<file path="src/rtl/mrrs_pkg.sv">
// ----------------------------------------------------------------------------
// mrrs_pkg
// Shared types and constants of the multilevel round-robin scheduler.
// ----------------------------------------------------------------------------
package mrrs_pkg;

    localparam int TASK_COUNT      = 64;
    localparam int LEVEL_COUNT     = 8;
    localparam int TASKS_PER_LEVEL = 16;

    localparam int TID_W   = 6;
    localparam int LVL_W   = 3;
    localparam int SLOT_W  = 4;
    localparam int CNT_W   = 5;
    localparam int SLICE_W = 32;

    localparam int LIST_DEPTH = LEVEL_COUNT * TASKS_PER_LEVEL;
    localparam int LIST_AW    = LVL_W + SLOT_W;
    localparam int CLR_W      = $clog2(LIST_DEPTH + 1);

    localparam int SCAN_W      = 8;
    localparam int SCAN_GROUPS = TASK_COUNT / SCAN_W;
    localparam int GRP_W       = 3;
    localparam int OFF_W       = 3;

    localparam logic [SLICE_W-1:0] DEFAULT_SLICE = 32'd2;

    typedef enum logic [1:0] {
        K_TICK  = 2'd0,
        K_ALLOC = 2'd1,
        K_RUN   = 2'd2,
        K_SLEEP = 2'd3
    } kind_t;

    typedef enum logic [1:0] {
        ST_OK     = 2'd0,
        ST_NOFREE = 2'd1,
        ST_FULL   = 2'd2,
        ST_IGN    = 2'd3
    } status_t;

    typedef enum logic [1:0] {
        TS_FREE  = 2'd0,
        TS_ALLOC = 2'd1,
        TS_RUN   = 2'd2,
        TS_RSVD  = 2'd3
    } tstate_t;

    typedef struct packed {
        tstate_t              state;
        logic [LVL_W-1:0]     level;
        logic [SLICE_W-1:0]   slice;
    } tent_t;

    typedef struct packed {
        kind_t                kind;
        logic [TID_W-1:0]     task_id;
        logic [3:0]           level;
        logic [SLICE_W-1:0]   priority_req;
    } req_t;

    typedef struct packed {
        logic [TID_W-1:0]     current_task;
        logic [SLICE_W-1:0]   time_slice;
        logic                 reload_timer;
        logic                 switched;
        logic [TID_W-1:0]     new_task;
        status_t              status;
    } res_t;

    typedef struct packed {
        logic                 done;
        logic                 found;
        logic [TID_W-1:0]     id;
    } alloc_rsp_t;

endpackage

</file>
<file path="src/rtl/multilevel_round_robin_scheduler_core.sv">
// ----------------------------------------------------------------------------
// multilevel_round_robin_scheduler_core
// Multilevel round-robin scheduler: one result per request.
// ----------------------------------------------------------------------------
//   channel | handshake               | payload
//   in      | in_valid / in_stall     | kind, task_id, level, priority_req
//   out     | out_valid / out_stall   | current_task, time_slice, reload_timer,
//           |                         | switched, new_task, status
//
// One request at a time. An allocate searches the free bitmap, eight tasks
// a cycle; a sleep, or a run that moves a task to another level, removes it
// by walking the level list, reading and comparing each entry on the list
// memory port. After reset a clearing pass fills the memories; in_stall is
// high meanwhile. A result held by out_stall does not block the next request.
module multilevel_round_robin_scheduler_core
    import mrrs_pkg::*;
(
    input  logic                clk,
    input  logic                rst_n,
    input  logic                in_valid,
    output logic                in_stall,
    input  logic [1:0]          kind,
    input  logic [TID_W-1:0]    task_id,
    input  logic signed [3:0]   level,
    input  logic [SLICE_W-1:0]  priority_req,
    output logic                out_valid,
    input  logic                out_stall,
    output logic [TID_W-1:0]    current_task,
    output logic [SLICE_W-1:0]  time_slice,
    output logic                reload_timer,
    output logic                switched,
    output logic [TID_W-1:0]    new_task,
    output logic [1:0]          status
);

    logic       eng_idle;
    logic       eng_done;
    logic       accept;
    logic       out_ready;
    logic       alloc_go;
    req_t       req;
    res_t       eng_res;
    res_t       res_reg;
    logic       out_valid_reg;
    alloc_rsp_t alloc_rsp;

    assign accept    = in_valid && eng_idle;
    assign in_stall  = !eng_idle;
    assign out_ready = !out_valid_reg || !out_stall;

    assign req.kind         = kind_t'(kind);
    assign req.task_id      = task_id;
    assign req.level        = level;
    assign req.priority_req = priority_req;

    mrrs_alloc u_alloc (
        .clk   (clk),
        .rst_n (rst_n),
        .go    (alloc_go),
        .rsp   (alloc_rsp)
    );

    mrrs_engine u_engine (
        .clk       (clk),
        .rst_n     (rst_n),
        .start     (accept),
        .req       (req),
        .out_ready (out_ready),
        .idle      (eng_idle),
        .done      (eng_done),
        .res       (eng_res),
        .alloc_go  (alloc_go),
        .alloc_rsp (alloc_rsp)
    );

    always_ff @(posedge clk or negedge rst_n)
    begin
        if (!rst_n)
        begin
            out_valid_reg <= 1'b0;
        end
        else if (eng_done)
        begin
            out_valid_reg <= 1'b1;
        end
        else if (!out_stall)
        begin
            out_valid_reg <= 1'b0;
        end
    end

    always_ff @(posedge clk)
    begin
        if (eng_done)
        begin
            res_reg <= eng_res;
        end
    end

    assign out_valid    = out_valid_reg;
    assign current_task = res_reg.current_task;
    assign time_slice   = res_reg.time_slice;
    assign reload_timer = res_reg.reload_timer;
    assign switched     = res_reg.switched;
    assign new_task     = res_reg.new_task;
    assign status       = res_reg.status;

endmodule

</file>
<file path="src/rtl/mrrs_alloc.sv">
// ----------------------------------------------------------------------------
// mrrs_alloc
// Free-task bitmap with a lowest-free search, eight tasks per cycle.
// ----------------------------------------------------------------------------
module mrrs_alloc
    import mrrs_pkg::*;
(
    input  logic       clk,
    input  logic       rst_n,
    input  logic       go,
    output alloc_rsp_t rsp
);

    logic [TASK_COUNT-1:0] free_reg;
    logic                  busy_reg;
    logic [GRP_W-1:0]      grp_reg;
    logic [SCAN_W-1:0]     grp_bits;
    logic                  hit;
    logic [OFF_W-1:0]      off;
    logic                  last_grp;

    assign grp_bits = free_reg[grp_reg * SCAN_W +: SCAN_W];
    assign hit      = |grp_bits;
    assign last_grp = (grp_reg == GRP_W'(SCAN_GROUPS - 1));

    always_comb
    begin
        off = '0;
        for (int i = SCAN_W - 1; i >= 0; i--)
        begin
            if (grp_bits[i])
            begin
                off = OFF_W'(i);
            end
        end
    end

    assign rsp.done  = busy_reg && (hit || last_grp);
    assign rsp.found = busy_reg && hit;
    assign rsp.id    = {grp_reg, off};

    always_ff @(posedge clk or negedge rst_n)
    begin
        if (!rst_n)
        begin
            free_reg <= {{(TASK_COUNT - 2){1'b1}}, 2'b00};
            busy_reg <= 1'b0;
            grp_reg  <= '0;
        end
        else if (go)
        begin
            busy_reg <= 1'b1;
            grp_reg  <= '0;
        end
        else if (busy_reg)
        begin
            if (hit)
            begin
                free_reg[{grp_reg, off}] <= 1'b0;
                busy_reg <= 1'b0;
            end
            else if (last_grp)
            begin
                busy_reg <= 1'b0;
            end
            else
            begin
                grp_reg <= grp_reg + 1'b1;
            end
        end
    end

endmodule

</file>
<file path="src/rtl/mrrs_engine.sv">
// ----------------------------------------------------------------------------
// mrrs_engine
// Event sequencer around the task table and the level list memories.
// ----------------------------------------------------------------------------
module mrrs_engine
    import mrrs_pkg::*;
(
    input  logic       clk,
    input  logic       rst_n,
    input  logic       start,
    input  req_t       req,
    input  logic       out_ready,
    output logic       idle,
    output logic       done,
    output res_t       res,
    output logic       alloc_go,
    input  alloc_rsp_t alloc_rsp
);

    typedef enum logic [19:0] {
        S_INIT    = 20'h00001,
        S_IDLE    = 20'h00002,
        S_TK_RD   = 20'h00004,
        S_TK_UPD  = 20'h00008,
        S_AL_WAIT = 20'h00010,
        S_AL_WR   = 20'h00020,
        S_T_RD    = 20'h00040,
        S_T_EV    = 20'h00080,
        S_RUN_CHK = 20'h00100,
        S_SL_CHK  = 20'h00200,
        S_RM_INIT = 20'h00400,
        S_RM_RD   = 20'h00800,
        S_RM_CMP  = 20'h01000,
        S_RM_END  = 20'h02000,
        S_RUN_ADD = 20'h04000,
        S_SL_END  = 20'h08000,
        S_FN_RD   = 20'h10000,
        S_FN_TRD  = 20'h20000,
        S_FN_SL   = 20'h40000,
        S_OUT     = 20'h80000
    } state_t;

    state_t               state_reg, state_next;
    logic [CLR_W-1:0]     clr_reg, clr_next;
    req_t                 req_reg, req_next;
    res_t                 res_reg, res_next;
    logic [TID_W-1:0]     cur0_reg, cur0_next;
    tstate_t              tst_reg, tst_next;
    logic [LVL_W-1:0]     tlev_reg, tlev_next;
    logic [SLICE_W-1:0]   tslice_reg, tslice_next;
    logic [LVL_W-1:0]     tl_reg, tl_next;
    logic [TID_W-1:0]     alid_reg, alid_next;
    logic                 wascur_reg, wascur_next;
    logic [LVL_W-1:0]     rm_lv_reg, rm_lv_next;
    logic [CNT_W-1:0]     rm_n_reg, rm_n_next;
    logic [CNT_W-1:0]     rm_k_reg, rm_k_next;
    logic                 rm_found_reg, rm_found_next;
    logic [CNT_W-1:0]     rm_pos_reg, rm_pos_next;

    logic [CNT_W-1:0]     count_reg  [LEVEL_COUNT];
    logic [CNT_W-1:0]     count_next [LEVEL_COUNT];
    logic [SLOT_W-1:0]    cursor_reg  [LEVEL_COUNT];
    logic [SLOT_W-1:0]    cursor_next [LEVEL_COUNT];
    logic [LVL_W-1:0]     active_reg, active_next;
    logic                 dirty_reg, dirty_next;

    // task table and level lists
    tent_t                t_mem [TASK_COUNT];
    tent_t                t_rdata, t_wdata;
    logic                 t_we;
    logic [TID_W-1:0]     t_waddr, t_raddr;
    logic [TID_W-1:0]     l_mem [LIST_DEPTH];
    logic [TID_W-1:0]     l_rdata, l_wdata;
    logic                 l_we;
    logic [LIST_AW-1:0]   l_waddr, l_raddr;

    always_ff @(posedge clk)
    begin
        if (t_we)
        begin
            t_mem[t_waddr] <= t_wdata;
        end
        t_rdata <= t_mem[t_raddr];
    end

    always_ff @(posedge clk)
    begin
        if (l_we)
        begin
            l_mem[l_waddr] <= l_wdata;
        end
        l_rdata <= l_mem[l_raddr];
    end

    logic [LVL_W-1:0]     lsel;
    logic [CNT_W-1:0]     cnt_sel;
    logic [SLOT_W-1:0]    cur_sel;
    logic [LVL_W-1:0]     pick_lv;
    logic [3:0]           tl4;
    logic                 must_add;
    logic [CNT_W-1:0]     rm_nn, rm_c1, rm_c2, rm_km1, cur_ext;

    always_comb
    begin
        unique case (state_reg)
            S_RUN_CHK, S_RUN_ADD: lsel = tl_reg;
            S_RM_INIT, S_RM_END:  lsel = rm_lv_reg;
            default:              lsel = active_reg;
        endcase
    end

    assign cnt_sel = count_reg[lsel];
    assign cur_sel = cursor_reg[lsel];
    assign cur_ext = {1'b0, cur_sel};

    // lowest non-empty level, last level when all are empty
    always_comb
    begin
        pick_lv = LVL_W'(LEVEL_COUNT - 1);
        for (int i = LEVEL_COUNT - 1; i >= 0; i--)
        begin
            if (count_reg[i] != '0)
            begin
                pick_lv = LVL_W'(i);
            end
        end
    end

    assign tl4      = req_reg.level[3] ? {1'b0, t_rdata.level} : req_reg.level;
    assign must_add = !(tst_reg == TS_RUN && tlev_reg == tl_reg);
    assign rm_nn    = rm_n_reg - 1'b1;
    assign rm_km1   = rm_k_reg - 1'b1;
    assign rm_c1    = (rm_pos_reg < cur_ext) ? cur_ext - 1'b1 : cur_ext;
    assign rm_c2    = (rm_c1 >= rm_nn) ? '0 : rm_c1;

    always_comb
    begin
        state_next    = state_reg;
        clr_next      = clr_reg;
        req_next      = req_reg;
        res_next      = res_reg;
        cur0_next     = cur0_reg;
        tst_next      = tst_reg;
        tlev_next     = tlev_reg;
        tslice_next   = tslice_reg;
        tl_next       = tl_reg;
        alid_next     = alid_reg;
        wascur_next   = wascur_reg;
        rm_lv_next    = rm_lv_reg;
        rm_n_next     = rm_n_reg;
        rm_k_next     = rm_k_reg;
        rm_found_next = rm_found_reg;
        rm_pos_next   = rm_pos_reg;
        count_next    = count_reg;
        cursor_next   = cursor_reg;
        active_next   = active_reg;
        dirty_next    = dirty_reg;
        t_we          = 1'b0;
        t_waddr       = '0;
        t_wdata       = '0;
        t_raddr       = '0;
        l_we          = 1'b0;
        l_waddr       = '0;
        l_wdata       = '0;
        l_raddr       = '0;
        alloc_go      = 1'b0;
        done          = 1'b0;

        unique case (state_reg)
            S_INIT:
            begin
                l_we    = 1'b1;
                l_waddr = clr_reg[LIST_AW-1:0];
                l_wdata = (clr_reg == CLR_W'(TASKS_PER_LEVEL * (LEVEL_COUNT - 1))) ?
                          TID_W'(1) : '0;
                t_we    = (clr_reg < CLR_W'(TASK_COUNT));
                t_waddr = clr_reg[TID_W-1:0];
                if (clr_reg == '0)
                begin
                    t_wdata = '{TS_RUN, '0, SLICE_W'(2)};
                end
                else if (clr_reg == CLR_W'(1))
                begin
                    t_wdata = '{TS_RUN, LVL_W'(LEVEL_COUNT - 1), SLICE_W'(1)};
                end
                else
                begin
                    t_wdata = '{TS_FREE, '0, DEFAULT_SLICE};
                end
                clr_next = clr_reg + 1'b1;
                if (clr_reg == CLR_W'(LIST_DEPTH - 1))
                begin
                    state_next = S_IDLE;
                end
            end

            S_IDLE:
            begin
                if (start)
                begin
                    req_next = req;
                    res_next = '0;
                    unique case (req.kind)
                        K_TICK:
                        begin
                            res_next.reload_timer = 1'b1;
                            state_next = S_TK_RD;
                        end
                        K_ALLOC:
                        begin
                            alloc_go   = 1'b1;
                            state_next = S_AL_WAIT;
                        end
                        default:
                        begin
                            state_next = S_T_RD;
                        end
                    endcase
                end
            end

            S_TK_RD:
            begin
                l_raddr    = {active_reg, cur_sel};
                state_next = S_TK_UPD;
            end

            S_TK_UPD:
            begin
                cur0_next = l_rdata;
                if (cur_ext + 1'b1 >= cnt_sel)
                begin
                    cursor_next[active_reg] = '0;
                end
                else
                begin
                    cursor_next[active_reg] = cur_sel + 1'b1;
                end
                if (dirty_reg)
                begin
                    active_next = pick_lv;
                    dirty_next  = 1'b0;
                end
                state_next = S_FN_RD;
            end

            S_AL_WAIT:
            begin
                t_raddr = alloc_rsp.id;
                if (alloc_rsp.done)
                begin
                    if (alloc_rsp.found)
                    begin
                        alid_next         = alloc_rsp.id;
                        res_next.new_task = alloc_rsp.id;
                        state_next        = S_AL_WR;
                    end
                    else
                    begin
                        res_next.status = ST_NOFREE;
                        state_next      = S_FN_RD;
                    end
                end
            end

            S_AL_WR:
            begin
                // keep the stored level, reset the slice
                t_we       = 1'b1;
                t_waddr    = alid_reg;
                t_wdata    = '{TS_ALLOC, t_rdata.level, DEFAULT_SLICE};
                state_next = S_FN_RD;
            end

            S_T_RD:
            begin
                t_raddr    = req_reg.task_id;
                state_next = S_T_EV;
            end

            S_T_EV:
            begin
                tst_next    = t_rdata.state;
                tlev_next   = t_rdata.level;
                tslice_next = t_rdata.slice;
                l_raddr     = {active_reg, cur_sel};
                if (req_reg.kind == K_RUN)
                begin
                    if (t_rdata.state == TS_FREE || tl4 >= 4'(LEVEL_COUNT))
                    begin
                        res_next.status = ST_IGN;
                        state_next      = S_FN_RD;
                    end
                    else
                    begin
                        tl_next    = tl4[LVL_W-1:0];
                        state_next = S_RUN_CHK;
                    end
                end
                else if (t_rdata.state != TS_RUN)
                begin
                    res_next.status = ST_IGN;
                    state_next      = S_FN_RD;
                end
                else
                begin
                    state_next = S_SL_CHK;
                end
            end

            S_RUN_CHK:
            begin
                if (must_add && cnt_sel >= CNT_W'(TASKS_PER_LEVEL))
                begin
                    res_next.status = ST_FULL;
                    state_next      = S_FN_RD;
                end
                else
                begin
                    if (req_reg.priority_req != '0)
                    begin
                        tslice_next = req_reg.priority_req;
                    end
                    if (tst_reg == TS_RUN && tlev_reg != tl_reg)
                    begin
                        rm_lv_next = tlev_reg;
                        state_next = S_RM_INIT;
                    end
                    else
                    begin
                        state_next = S_RUN_ADD;
                    end
                end
            end

            S_SL_CHK:
            begin
                wascur_next = (cnt_sel != '0) && (l_rdata == req_reg.task_id);
                rm_lv_next  = tlev_reg;
                state_next  = S_RM_INIT;
            end

            S_RM_INIT:
            begin
                rm_n_next     = cnt_sel;
                rm_k_next     = '0;
                rm_found_next = 1'b0;
                state_next    = S_RM_RD;
            end

            S_RM_RD:
            begin
                if (rm_k_reg < rm_n_reg)
                begin
                    l_raddr    = {rm_lv_reg, rm_k_reg[SLOT_W-1:0]};
                    state_next = S_RM_CMP;
                end
                else
                begin
                    state_next = S_RM_END;
                end
            end

            S_RM_CMP:
            begin
                // search until found, then shift each later entry down by one
                if (!rm_found_reg)
                begin
                    if (l_rdata == req_reg.task_id)
                    begin
                        rm_found_next = 1'b1;
                        rm_pos_next   = rm_k_reg;
                    end
                end
                else
                begin
                    l_we    = 1'b1;
                    l_waddr = {rm_lv_reg, rm_km1[SLOT_W-1:0]};
                    l_wdata = l_rdata;
                end
                rm_k_next  = rm_k_reg + 1'b1;
                state_next = S_RM_RD;
            end

            S_RM_END:
            begin
                if (rm_found_reg)
                begin
                    count_next[rm_lv_reg]  = rm_nn;
                    cursor_next[rm_lv_reg] = rm_c2[SLOT_W-1:0];
                    tst_next               = TS_ALLOC;
                    if (rm_nn == '0)
                    begin
                        dirty_next = 1'b1;
                    end
                end
                state_next = (req_reg.kind == K_RUN) ? S_RUN_ADD : S_SL_END;
            end

            S_RUN_ADD:
            begin
                t_we    = 1'b1;
                t_waddr = req_reg.task_id;
                t_wdata = '{tst_reg, tlev_reg, tslice_reg};
                if (tst_reg == TS_ALLOC)
                begin
                    l_we               = 1'b1;
                    l_waddr            = {tl_reg, cnt_sel[SLOT_W-1:0]};
                    l_wdata            = req_reg.task_id;
                    count_next[tl_reg] = cnt_sel + 1'b1;
                    tst_next           = TS_RUN;
                    tlev_next          = tl_reg;
                    t_wdata            = '{TS_RUN, tl_reg, tslice_reg};
                end
                dirty_next = 1'b1;
                state_next = S_FN_RD;
            end

            S_SL_END:
            begin
                t_we    = 1'b1;
                t_waddr = req_reg.task_id;
                t_wdata = '{tst_reg, tlev_reg, tslice_reg};
                if (wascur_reg)
                begin
                    active_next       = pick_lv;
                    dirty_next        = 1'b0;
                    res_next.switched = 1'b1;
                end
                state_next = S_FN_RD;
            end

            S_FN_RD:
            begin
                l_raddr    = {active_reg, cur_sel};
                state_next = S_FN_TRD;
            end

            S_FN_TRD:
            begin
                res_next.current_task = l_rdata;
                t_raddr               = l_rdata;
                if (req_reg.kind == K_TICK)
                begin
                    res_next.switched = (l_rdata != cur0_reg);
                end
                state_next = S_FN_SL;
            end

            S_FN_SL:
            begin
                res_next.time_slice = t_rdata.slice;
                state_next          = S_OUT;
            end

            S_OUT:
            begin
                if (out_ready)
                begin
                    done       = 1'b1;
                    state_next = S_IDLE;
                end
            end

            default:
            begin
                state_next = S_IDLE;
            end
        endcase
    end

    assign idle = (state_reg == S_IDLE);
    assign res  = res_reg;

    always_ff @(posedge clk or negedge rst_n)
    begin
        if (!rst_n)
        begin
            state_reg  <= S_INIT;
            clr_reg    <= '0;
            active_reg <= '0;
            dirty_reg  <= 1'b1;
            for (int i = 0; i < LEVEL_COUNT; i++)
            begin
                count_reg[i]  <= (i == 0 || i == LEVEL_COUNT - 1) ? CNT_W'(1) : '0;
                cursor_reg[i] <= '0;
            end
        end
        else
        begin
            state_reg  <= state_next;
            clr_reg    <= clr_next;
            active_reg <= active_next;
            dirty_reg  <= dirty_next;
            count_reg  <= count_next;
            cursor_reg <= cursor_next;
        end
    end

    always_ff @(posedge clk)
    begin
        req_reg      <= req_next;
        res_reg      <= res_next;
        cur0_reg     <= cur0_next;
        tst_reg      <= tst_next;
        tlev_reg     <= tlev_next;
        tslice_reg   <= tslice_next;
        tl_reg       <= tl_next;
        alid_reg     <= alid_next;
        wascur_reg   <= wascur_next;
        rm_lv_reg    <= rm_lv_next;
        rm_n_reg     <= rm_n_next;
        rm_k_reg     <= rm_k_next;
        rm_found_reg <= rm_found_next;
        rm_pos_reg   <= rm_pos_next;
    end

    a_cursor_in_list: assert property (@(posedge clk) disable iff (!rst_n)
        (cursor_reg[active_reg] == '0) ||
        ({1'b0, cursor_reg[active_reg]} < count_reg[active_reg]))
        else $error("active cursor beyond list end");

    a_count_bound: assert property (@(posedge clk) disable iff (!rst_n)
        count_reg[active_reg] <= CNT_W'(TASKS_PER_LEVEL))
        else $error("level count over capacity");

    a_alloc_done_waited: assert property (@(posedge clk) disable iff (!rst_n)
        alloc_rsp.done |-> (state_reg == S_AL_WAIT))
        else $error("allocation result with no waiting request");

    a_tick_clears_dirty: assert property (@(posedge clk) disable iff (!rst_n)
        (state_reg == S_TK_UPD) |=> !dirty_reg)
        else $error("levels still dirty after tick");

endmodule

</file>
<file path="config.mk">
export PLATFORM = sky130hd
export DESIGN_NAME = multilevel_round_robin_scheduler_core
export DESIGN_NICKNAME = d
export VERILOG_FILES = /design/src/rtl/mrrs_pkg.sv /design/src/rtl/multilevel_round_robin_scheduler_core.sv /design/src/rtl/mrrs_alloc.sv /design/src/rtl/mrrs_engine.sv
export SDC_FILE = /design/constraint.sdc
export NUM_CORES = 2
export LEC_CHECK = 0
export BUFFER_PORTS_ARGS = -buffer_cell sky130_fd_sc_hd__buf_2
export CAP_MARGIN = 5
export CORE_UTILIZATION = 60
export DETAILED_ROUTE_END_ITERATION = 12
export GPL_ROUTABILITY_DRIVEN = 1
export HOLD_SLACK_MARGIN = 0.1
export MAX_ROUTING_LAYER = met4
export PLACE_DENSITY_LB_ADDON = 0.05
export REMOVE_ABC_BUFFERS = 1
export SLEW_MARGIN = 15
export SYNTH_ARGS = -nofsm -noshare
export SYNTH_HDL_FRONTEND = slang
export SYNTH_SLANG_ARGS = --single-unit
</file>
<file path="constraint.sdc">
create_clock -name clk -period 7.9 [get_ports clk]
set_clock_uncertainty 0.2 [all_clocks]
set_input_delay 1.58 -clock clk [delete_from_list [all_inputs] [get_ports clk]]
set_output_delay 1.58 -clock clk [all_outputs]
set_load 0.02 [all_outputs]
</file>
; ---- Word level (Yosys, flattened, before mapping)
; Memory sizes are Yosys's and may differ from the RTL's. A register that Yosys moved wholly into a read port is not among the register bits.
; Cells that the tools add are included.
; Widths: inputs -> output; s select.
[totals]
reg_bits = 385
mem_bits_rw = 3136
inputBits = 48
output_inout_bits = 50
word_cells = 355
n_memories = 2
[op_classes]
addsub = 9
magnitude_cmp = 16
eq_ne = 54
n_shift = 1
muxes = 135
bitwise_logic = 11
reduce_logical = 75
[mem_list]
columns = name, depth, width, read_ports, rd_clocked_by_memory_dff, wr, line
row1 = u_engine.t_mem, 64, 37, 1, 1, 1, mrrs_engine.sv:68  ; tent_t t_mem [TASK_COUNT];
row2 = u_engine.l_mem, 128, 6, 1, 1, 1, mrrs_engine.sv:72  ; logic [TID_W-1:0] l_mem [LIST_DEPTH];
[ops]
columns = operator, count
row1 = $pmux 20 s16, 1
row2 = $pmux 32 s2, 3
row3 = $pmux 37 s4, 1
row4 = $mux 32, 4
row5 = $mux 37, 3
row6 = $mux 20, 5
row7 = $bwmux 40, 2
row8 = $mux 40, 2
row9 = $pmux 40 s2, 1
row10 = $mux 17, 4
row11 = $mux 3, 22
row12 = $and 64x64->64, 1
row13 = $bwmux 32, 2
row14 = $not 64->64, 1
row15 = $shiftx 64x7->8, 1
row16 = $pmux 6 s3, 3
row17 = $mux 48, 1
row18 = $reduce_bool 5->1, 8
row19 = $and 32x32->32, 1
row20 = $not 32->32, 1
row21 = $reduce_bool 32->1, 1
row22 = $demux 5 s3, 2
row23 = $reduce_and 3->1, 10
row24 = $mux 1, 28
row25 = 91 further kinds, 193

; ---- Depth between registers and ports, before layout
[logic_depth]
depth_word = 15
ltp_mapped = 31

; ---- Hierarchy
; From an unflattened synthesis, not the netlist that was laid out.
[unflattened]
hier_cells = 10195
area_unflattened_um2 = 144617.4
[modules_own_cells]
columns = mod, instances, cells_per_inst, area_each_um2, seq_area_each_um2
row1 = mrrs_engine, 1, 9879, 139712.7, 102563.4
row2 = mrrs_alloc, 1, 263, 3417.0, 1779.2
row3 = multilevel_round_robin_scheduler_core, 1, 53, 1487.7, 1466.4

; ---- Least setup slack after synthesis
; OpenSTA, ideal clock, no wires.
[synth_timing]
kind = register to register
start = reg u_engine.state_reg[15]
end = reg u_engine.tslice_reg[0] (enable)
setup_time_ps = 466
t_arrival_ps = 5478
slack_ps = 1756
stages_incl_launch_ff = 12
path_buffers = 2
synth_period_minus_slack_ps = 6144
cell_sequence = dfrtp_1 buf_6 or4_1 nor4_4 o21ai_2 a21boi_1 buf_4 mux4_2 mux2i_1 a31o_2 nand2_1 o21ai_0
[synth_between]
elab_chain_cells = 11
word_cells_on_any_way = 18
cone_classes = 1 x order compare / 7 x eq/ne / 4 x mux / 1 x bitwise / 5 x reduce/logical
[synth_rtl]
columns = element, line
row1 = from (decl), mrrs_engine.sv:43  ; state_t state_reg, state_next;
row2 = from (signal assigned), mrrs_engine.sv:491  ; state_reg <= state_next;
row3 = $eq 20x11->1 (tied with other cells), mrrs_engine.sv:105  ; unique case (state_reg)
row4 = $reduce_or 2->1, mrrs_engine.sv:105
row5 = $pmux 3 s2, mrrs_engine.sv:105
row6 = $not 3->4 (implied by the code), mrrs_engine.sv:112  ; assign cnt_sel = count_reg[lsel];
row7 = $bmux 5 s3, mrrs_engine.sv:112
row8 = $mux 5 (implied by the code) (2 in series), mrrs_engine.sv:112
row9 = $ge 5x5->1, mrrs_engine.sv:313  ; if (must_add && cnt_sel >= CNT_W'(TASKS_PER_LEVEL))
row10 = $logic_and 1x1->1, mrrs_engine.sv:313
row11 = $ne 2x2->1 (no source line), n/a
row12 = $reduce_and 3->1 (no source line) (*), n/a
row13 = to (signal assigned), mrrs_engine.sv:507  ; tslice_reg <= tslice_next;
row14 = to (decl), mrrs_engine.sv:50  ; logic [SLICE_W-1:0] tslice_reg, tslice_next;
; Every way passes the cells marked *; elsewhere a longest branch is shown, timed or not. The select of a mux whose other input is x is not followed.
; A chain may end at the register's enable or synchronous reset.

; ---- Worst setup path after layout
[layout_timing]
start = reg u_engine.state_reg[12]
end = reg u_engine.cursor_reg[14] (netlist name)
[layout_between]
elab_chain_cells = 14
word_cells_on_any_way = 31
cone_classes = 3 x add/sub / 3 x order compare / 6 x eq/ne / 14 x mux / 1 x bitwise / 4 x reduce/logical
[layout_rtl]
columns = element, line
row1 = $eq 20x11->1 (tied with other cells), mrrs_engine.sv:105
row2 = $reduce_or 2->1, mrrs_engine.sv:105
row3 = $pmux 3 s2, mrrs_engine.sv:105
row4 = $not 3->4 (implied by the code), "mrrs_engine.sv:112, mrrs_engine.sv:113"
row5 = $bmux 4 s3, mrrs_engine.sv:113  ; assign cur_sel = cursor_reg[lsel];
row6 = $mux 4 (implied by the code) (2 in series), mrrs_engine.sv:113
row7 = $sub 4x1->5 / $lt 5x4->1 (equally long branches), mrrs_engine.sv:133  ; assign rm_c1 = (rm_pos_reg < cur_ext) ? cur_ext - 1'b1 : cur_ext;
row8 = $mux 5, mrrs_engine.sv:133
row9 = $ge 5x5->1, mrrs_engine.sv:134  ; assign rm_c2 = (rm_c1 >= rm_nn) ? '0 : rm_c1;
row10 = $mux 4, mrrs_engine.sv:134
row11 = $bwmux 32, mrrs_engine.sv:390  ; cursor_next[rm_lv_reg] = rm_c2[SLOT_W-1:0];
row12 = $mux 32, mrrs_engine.sv:387  ; if (rm_found_reg)
row13 = $pmux 32 s2, mrrs_engine.sv:169  ; unique case (state_reg)
row14 = to (signal assigned), mrrs_engine.sv:496  ; cursor_reg <= cursor_next;
row15 = to (decl), mrrs_engine.sv:62  ; logic [SLOT_W-1:0] cursor_reg [LEVEL_COUNT];
; Several ways; a longest one is shown, not always the timed one. The select of a mux whose other input is x is not followed.

==> reports/qor.csv <==
stage,metric,value,unit
outcome,outcome,completed,
route,drt total wl,425900,um
critical_path,R2R depth,19,
global_route,antenna violations before repair,8,
run,Max-cap violations,0,
critical_path,CP endpoint kind,flop,
synthesis,"Async S/R FF share, synth",0.04854,
floorplan,I/O pin count,98,
floorplan,DIE WIDTH,493.4,um
clock_network,Root Buffer,clkbuf_16,
global_route,vias in the first global route,89285,
synthesis,Yosys top cell by area,edfxtp_1,
sta,final worst path period need,7088,ps
hold_path,hold crit path type,reg2reg,
clock_network,TritonCTS buffer count,370,
pwr,worst vdd ir,0.3101,mV
clock_network,clk_lat worst skew,950,ps
route,DRT Pass-1 Iters,9,
hold_path,Worst Hold End,time_slice[17],
route,Via density,6.490,
synthesis,post-synth top area share,0.6940,
floorplan,die area,243400,sq um
clock_network,CTS Sinks,3564,
placed_design,Final Wtd Congestion,0.8986,
route,wire per inst,29.24,um
clock_network,post_cts resized,0,
sta,Max Clk Rate,0.1411,GHz
floorplan,core area,240300,sq um
clock_network,deepest clock path buffer count,4,
sta,RSZ-0062 raised after global routing,false,
synthesis,number of synthesized flops with an enable pin,3348,
critical_path,FF-to-FF End,u_engine.cursor_reg[14],
clock_network,clock transition at the registers of the reported paths,60,ps
route,Post-route DRC,0,
sta,final setup TNS,0,ps
synthesis,"Seq/Total Area, Yosys",0.7304,
global_route,Total GRT Usage,0.3575,
sta,Final Cycle Share,0.8972,
pwr,pwr dens,276.0,nW/um^2
synthesis,Netlist Area Pre-Place,144900,sq um
global_route,largest net degree at the start of global routing,151,
final_layout,area overhead of the layout relative to synthesis,11.88,%
critical_path,worst path cell trace,"nor4_1, nand4_1, nand2_1, a22o_1, nand4_1, o22a_1, nand2_1, inv_1, ha_1, xnor2_1, inv_1, ha_1, nor2b_1, o21ai_0, nand2b_1, a21oi_1, buf_4, a221oi_1, mux2_2",
clock_network,level count of the clock H-tree,5,
final_layout,Nets,11160,
synthesis,Post-Syn Instances,10950,
route,routed vias,94531,
synthesis,most area-consuming cells after synthesis,"edfxtp_1 69%, nand2_1 7.2%, nand3_1 4.9%",
clock_network,# hold bufs at CTS,0,
sta,hold slack,215.3,ps
global_route,GRT overflow,0,
sta,Final Hold Viols,0,
synthesis,yosys synthesis warning count,0,
global_route,first-pass GRT wire length,615600,um
pwr,LEAKAGE,54.94,nW
pwr,Design Power,44.73,mW
synthesis,top_reg_cell synth,edfxtp_1,
floorplan,Std-Cell Rows,180,
sta,Worst-Margin Slew,1314,ps
final_layout,max FFs per register,2368,
critical_path,Worst EP required,8490,ps
placed_design,port bufs,97,
route,Iter 0 DRT Violations,12907,
critical_path,Critical Path Max Stage Delay,770,ps
synthesis,Synth cell types,98,
floorplan,Initial Utilization,0.6029,
sta,Slew headroom,0.1221,
sta,Final Setup Violations,0,
floorplan,Die Ht,493.4,um
critical_path,FF-to-FF setup slack,810,ps
critical_path,CP startpoint kind,flop,
final_layout,fill count,16825,
hold_path,hold path cells,0,
route,Routed Antenna Nets,0,
placed_design,post-DP HPWL,249900,um
synthesis,Avg Inst Size Synth,13.23,sq um
clock_network,post-CTS setup buffers,0,
critical_path,critical path class,reg2reg,
hold_path,Hold Path Origin,u_engine.res[27],
critical_path,CP Max Fanout,23,
synthesis,#FFs+latches synth,3564,
clock_network,CTS tree,yes,
critical_path,CP max stage cell,a221oi_1,
sta,Max Slew Vio Count,0,
final_layout,share of cells above drive strength 1,0.1159,
critical_path,crit path DAT,7680,ps
critical_path,Worst R2R Start,u_engine.state_reg[12],
## how the worst max path moves through the flow
| stage | to | slack, ps | from |
|---|---|---|---|
| finish | u_engine.cursor_reg[14] | 810 | u_engine.state_reg[12] |
| global route | u_engine.cursor_reg[26] | 250 | u_engine.state_reg[12] |
| CTS | u_engine.cursor_reg[30] | 990 | u_engine.state_reg[12] |
| detailed placement | u_engine.cursor_reg[26] | 1010 | u_engine.state_reg[12] |
| global placement | u_engine.cursor_reg[10] | 940 | u_engine.state_reg[11] |
| floorplan | u_engine.t_rdata[35] | -32430 | u_alloc.grp_reg[1] |
## worst max-delay path: cells and delay by family (launching register included)
family / cells / cell delay [ps]
and+or+nand+nor: 7 / 2280
AOI/OAI and AO/OA: 5 / 1800
buffers and inverters: 3 / 740
adders and majority gates: 2 / 630
DFF: 1 / 510
muxes: 1 / 410
xor gates and xnor gates: 1 / 320
## cell type report
type	instances	area, sq um	area share
sequential	3564	105800	0.6528
inverter	50	190.2	0.001173
multi-input combinational	6634	36790	0.2270
antenna	5	12.51	0.00007720
tap	3185	3985	0.02459
clock buffer	476	9967	0.06150
clock inverter	190	1624	0.01002
timing repair buffer	462	3695	0.02280
## cell usage in the layout (no fill, tap or decap), types with 36 or more instances in the layout
cell type  instances
buf_4            328
dfstp_2           66
dfrtp_1          107
and2_1            61
buf_12            37
buf_2             96
o22ai_1           89
o21a_1            60
nand3_1         1403
a22o_1            51
mux4_2            58
dfxtp_1           43
mux2i_1          296
o21ai_0           64
nand2_1         2776
clkbuf_16        378
clkinv_1          76
clkinv_2          66
a311oi_1         195
a31oi_1          135
nor2_4            67
a21oi_1          144
a211oi_1          36
a221oi_1          55
inv_1             47
and3_1           189
nor2_1           277
nor3_1            62
edfxtp_1        3348
clkbuf_1          84
## per-stage QoR
stage,instance area (sq um),std cells,worst slack (ps),util
after floorplan,141900,10248,-32430,-
after global placement,150500,13895,944.2,0.6261
after detailed placement,150500,13895,1013,0.6261
after CTS,162000,14561,989.3,0.6743
after global routing,162100,14564,246.3,0.6744
final,162100,14566,812.1,0.6745
## metal layers
| metal | routed length [um] | track usage |
|---|---|---|
| met4 | 21640 | 0.1600 |
| met3 | 38440 | 0.04398 |
| met5 | 0 | - |
| met2 | 202000 | 0.5510 |
| met1 | 163800 | 0.4825 |
## synthesized netlist by cell type (all sizes together), types with 31 or more instances
cell,count
a211oi,39
a21oi,146
a221oi,59
a22o,56
a22oi,31
a311oi,195
a31oi,136
and2,93
and3,190
buf,262
clkbuf,440
dfrtp,107
dfstp,66
dfxtp,43
edfxtp,3348
inv,50
mux2,31
mux2i,296
mux4,58
nand2,2782
nand3,1405
nand4,33
nor2,346
nor3,66
nor4,32
o21a,60
o21ai,78
o22ai,91
## where the power goes
group	switching [mW]	internal, mW
sequential	0.456	20.8
clock	7.09	9.75
combinational	4.66	1.98
## cell families (layout without fill, tap and decap cells)
family | Yosys count | in the layout | share of synthesized area
adders and majority gates | 30 | 30 | 0.002591
buffers and inverters | 752 | 1178 | 0.02210
AOI/OAI and AO/OA | 1089 | 1089 | 0.05630
muxes | 385 | 385 | 0.03188
other | 0 | 5 | 0
DFF | 3564 | 3564 | 0.7304
xor gates and xnor gates | 42 | 42 | 0.002539
and+or+nand+nor | 5088 | 5088 | 0.1542
Power figures use the tool's default switching activity.
